File: src/sv/v4alu_pkg.sv
`default_nettype none
package v4alu_pkg;
    localparam int DefFracBits = 16;
    localparam int DefLaneCount = 4;
    localparam int NumLanes = 4;
    localparam int DataW = 32;
    localparam int OpW = 4;
    // opcodes
    localparam logic [OpW-1:0] OP_ADD = 4'd0;
    localparam logic [OpW-1:0] OP_SUB = 4'd1;
    localparam logic [OpW-1:0] OP_MUL = 4'd2;
    localparam logic [OpW-1:0] OP_DIV = 4'd3;
    localparam logic [OpW-1:0] OP_ADDS = 4'd4;
    localparam logic [OpW-1:0] OP_SUBS = 4'd5;
    localparam logic [OpW-1:0] OP_MULS = 4'd6;
    localparam logic [OpW-1:0] OP_DIVS = 4'd7;
    localparam logic [OpW-1:0] OP_MAG = 4'd8;
    localparam logic [OpW-1:0] OP_NORM = 4'd9;
    // lane-level operation kinds
    typedef enum logic [1:0] {
        LK_ADD = 2'd0,
        LK_SUB = 2'd1,
        LK_MUL = 2'd2,
        LK_DIV = 2'd3
    } lane_kind_t;
    typedef struct packed {
        logic [OpW-1:0] op;
    } ctl_t;
endpackage
`default_nettype wire

File: src/sv/v4alu_sqrt.sv
`default_nettype none
// Pipelined digit-by-digit integer square root, one result bit per stage.
module v4alu_sqrt
    import v4alu_pkg::*;
#(
    parameter int SW = 66
) (
    input  wire logic          clk,
    input  wire logic          en,
    input  wire logic [SW-1:0] rad,
    output logic [SW/2-1:0]    root
);
    localparam int RW = SW / 2;
    logic [SW-1:0] x_reg [RW+1];
    logic [RW+1:0] r_reg [RW+1];
    logic [RW-1:0] o_reg [RW+1];

    always_comb
    begin
        x_reg[0] = rad;
        r_reg[0] = '0;
        o_reg[0] = '0;
    end

    for (genvar s = 0; s < RW; s++) begin : g_st
        logic [RW+2:0] tr;
        logic [RW+2:0] tt;
        logic [RW+2:0] df;
        always_comb
        begin
            tr = {r_reg[s][RW:0], x_reg[s][SW-1 -: 2]};
            tt = {1'b0, o_reg[s], 2'b01};
            df = tr - tt;
        end
        always_ff @(posedge clk)
        begin
            if (en)
            begin
                x_reg[s+1] <= {x_reg[s][SW-3:0], 2'b00};
                r_reg[s+1] <= (tr >= tt) ? df[RW+1:0] : tr[RW+1:0];
                o_reg[s+1] <= {o_reg[s][RW-2:0], tr >= tt};
            end
        end
    end
    assign root = o_reg[RW];
endmodule
`default_nettype wire

File: config.mk
export PLATFORM = sky130hd
export DESIGN_NAME = v4alu_sqrt
export DESIGN_NICKNAME = d
export VERILOG_FILES = /design/src/sv/v4alu_pkg.sv /design/src/sv/v4alu_sqrt.sv
export SDC_FILE = /design/constraint.sdc
export NUM_CORES = 2
export LEC_CHECK = 0
export BUFFER_PORTS_ARGS = -buffer_cell sky130_fd_sc_hd__buf_4
export CAP_MARGIN = 10
export CORE_ASPECT_RATIO = 1.1
export CORE_MARGIN = 2
export CORE_UTILIZATION = 55
export CTS_CLUSTER_SIZE = 30
export DETAILED_ROUTE_END_ITERATION = 16
export PLACE_DENSITY = 0.71
export SYNTH_ARGS = -nofsm -noshare
export SYNTH_HDL_FRONTEND = slang
export SYNTH_SLANG_ARGS = --single-unit
File: constraint.sdc
create_clock -name clk -period 4.55 [get_ports clk]
set_input_delay 0.91 -clock clk [delete_from_list [all_inputs] [get_ports clk]]
set_output_delay 0.91 -clock clk [all_outputs]
set_load 0.005 [all_outputs]
==> run_results.csv <==
group,metric,value,unit
setup_path,cpPeakStageDelay,750,ps
timing,tightest_slew,1210,ps
clock_network,holdBufCountCts,0,
finish,layout.cell_area.non_filler,138000,um2
synth,netlist_area,124000,um2
clock_network,tritoncts,"built",
route,finalWirelength,255000,um
route,avgRoutedWirePerCell,19.4,um
setup_path,critical_path_required,5240,ps
synth,synthCells,9644,
synth,post_synth_main_area_contributors,"edfxtp_1 64%, ha_1 6.0%, xnor2_1 3.2%",
route,drt_first_iter_violations,5766,
finish,final_layout_size_suffix_gt1_share,7.62,%
synth,synth-edff-count,2654,
timing,report.final.setup_viol,0,
timing,timing.clock.skew,55.7,ps
timing,slew_headroom,19.3,%
grt,grt_max_degree,117,
clock_network,clock_path_buffers,4,
place,routabilityCongestion,0.929,
timing,timing.final.ws_setup,501,ps
grt,grt_pass1_vias,75300,
grt,grt.total_usage,22.0,%
synth,synth.yosys.warnings,0,
synth,yosysSeqAreaShare,64.3,%
timing,slew_violations,0,
timing,fin_crit,4050,ps
die,core_area,224000,um2
place,place_hpwl,184000,um
finish,largest_register_ffs,1101,
synth,postSynthNetCount,10300,
synth,synth.top_cells.by_count,"2654 x edfxtp_1, 777 x inv_1, 662 x nand2_1, 628 x nor2_1, 620 x a21oi_1",
synth,primary_flip_flop_cell_chosen_by_synthesis_mapping,"edfxtp_1",
setup_path,critical_path.n_buffers_inverters,0,
clock_network,clkSinkCount,2654,
die,core.rowCount,182,
setup_path,critical_path_peak_fanout,32,
synth,asyncSetResetFlopFracSynth,0,%
setup_path,cpMostUsedCell,"or3b_2",
timing,final_hold_viol_count,0,
grt,grt_pass1_wl,404000,um
timing,hold-worst-slack,135,ps
timing,rsz0062_at_grt,"no",
die,die_height,502,um
setup_path,cp_top_family,"simple AND/OR/NAND/NOR gates",
route,ant_nets,0,
finish,areaGrowthSynthToFinish,11.6,%
clock_network,post_cts_resize_count,0,
setup_path,worst-endpoint-arrival,4740,ps
place,post-place-ws,583,ps
place,place.port_buffers,100,
die,die-area,229000,um2
power,power_density,515,nW/um2
synth,most_frequently_used_cell_type_in_the_post_synthesis_netlist,"edfxtp_1",
timing,finalCritPeriodShare,89.0,%
synth,ys_ff_latch,2654,
synth,largest_area_contributor_in_the_synthesized_netlist,"edfxtp_1",
power,static-leakage-power,52.9,nW
setup_path,timing.setup.critical_path_class,"flop to flop",
setup_path,worst_setup_path_end_kind,"flop",
finish,final_nets,10700,
clock_network,cts.clk_slew.worst_paths,60,ps
timing,max_freq,247,MHz
die,start_util,55.4,%
place,placedInstanceArea,129000,um2
clock_network,post-cts-setup-buffers,0,
setup_path,path_cells,"ha_1, and4_1, nand2_1, nor4_1, nor3_1, nand3_1, or3b_2, nand4_1, or3b_2, xnor2_1",
timing,setup_tns,0,ps
min_path,hold_path_class,"input pin to flop",
route,viasPerCell,5.76,
clock_network,clockRootBuffer,"clkbuf_16",
power,max-vdd-ir-drop,0.438,mV
clock_network,htree_levels,5,
die,count_of_pins_on_the_block_boundary,101,
synth,synthDistinctLibCells,97,
grt,grt_overflow,0,
clock_network,numCtsBuffers,291,
grt,initial_antenna_violation_count,1,
route,via_count,75700,
synth,synth_area_per_cell,12.9,um2
status,run_status,"completed",
setup_path,slowest_stage,"nor4_1",
setup_path,cp-start-kind,"flop",
die,chipWidth,457,um
route,firstDrtPassIters,7,
route,drt_drc_violations_left,0,
synth,netlist.area_leader.share,64.3,%
clock_network,clock_latency_on_the_worst_skew_pair,930,ps
flow_run,drv.max_cap_violation_count,0,
-- per-stage QoR --
| step | utilization (%) | instances | total power, mW |
|---|---|---|---|
| finish | 61.8 | 13100 | 71.3 |
| global route | 61.8 | 13100 | 74.8 |
| CTS | 61.8 | 13100 | 71.8 |
| detailed placement | 57.7 | 12600 | 48.7 |
| global placement | 57.7 | 12600 | 48.3 |
| floorplan | - | 9644 | 43.8 |
-- worst paths after layout --
check	start	endpoint	slack, ps	cells past startpoint
max	g_st[13].tr[9]	g_st[14].tr[32]	500	10
min	rad[46]	x_reg[2160]	130	1
max reg2reg	g_st[13].tr[9]	g_st[14].tr[32]	500	10
min reg2reg	x_reg[521]	x_reg[457]	380	0
-- layout by cell type (no fill, tap or decap), types with 76 or more instances in the layout --
cell and instances:
a21oi_1 620, or3_1 84, buf_4 200, inv_1 777, nor2_1 628, nand2b_1 115, nor4_1 100, a21o_1 240
xor2_1 409, nor2b_1 76, edfxtp_1 2654, nand2_1 662, o21a_1 126, xnor2_1 455, nand4_1 103, nand3_1 162
ha_1 596, clkbuf_16 296, o21ai_0 473, nor3_1 258
-- worst reg2reg max path, stage by stage, from the launching register on --
cell and delay, ps:
edfxtp_1 390, ha_1 410, and4_1 330, nand2_1 70
nor4_1 750, nor3_1 140, nand3_1 120, or3b_2 550
nand4_1 370, or3b_2 550, xnor2_1 140
-- layer usage --
layer	global-route usage [%]	wire [um]
met4	9.63	11100
met5	0	0
met3	3.35	12300
met1	26.5	101000
met2	39.3	130000
-- kinds of logic after synthesis --
group,after synthesis,synth area share (%)
compound gates,1975,9.98
xor+xnor,864,6.10
fa+ha+maj,596,6.01
buf+inv,959,2.95
flops,2654,64.3
mux,70,0.625
other cells,1,0.00302
simple gates,2525,10.0
-- final cells by class --
cell class	instances	area (um2)
tap	2944	3680
clock buffer	356	7630
sequential	2654	79700
antenna	1	2.50
fill	16800	85500
multi-input combinational	6031	40700
clock inverter	141	1550
timing repair buffer	230	2110
inverter	782	2940
-- power by group --
| group | leakage (nW) | internal, mW | switching (mW) | total (mW) |
|---|---|---|---|---|
| Sequential | 25.6 | 31.1 | 2.18 | 33.3 |
| Clock | 4.47 | 13.7 | 9.15 | 22.8 |
| Combinational | 22.9 | 6.31 | 8.85 | 15.2 |
| Total | 52.9 | 51.1 | 20.2 | 71.3 |
Power figures use the tool's default switching activity.
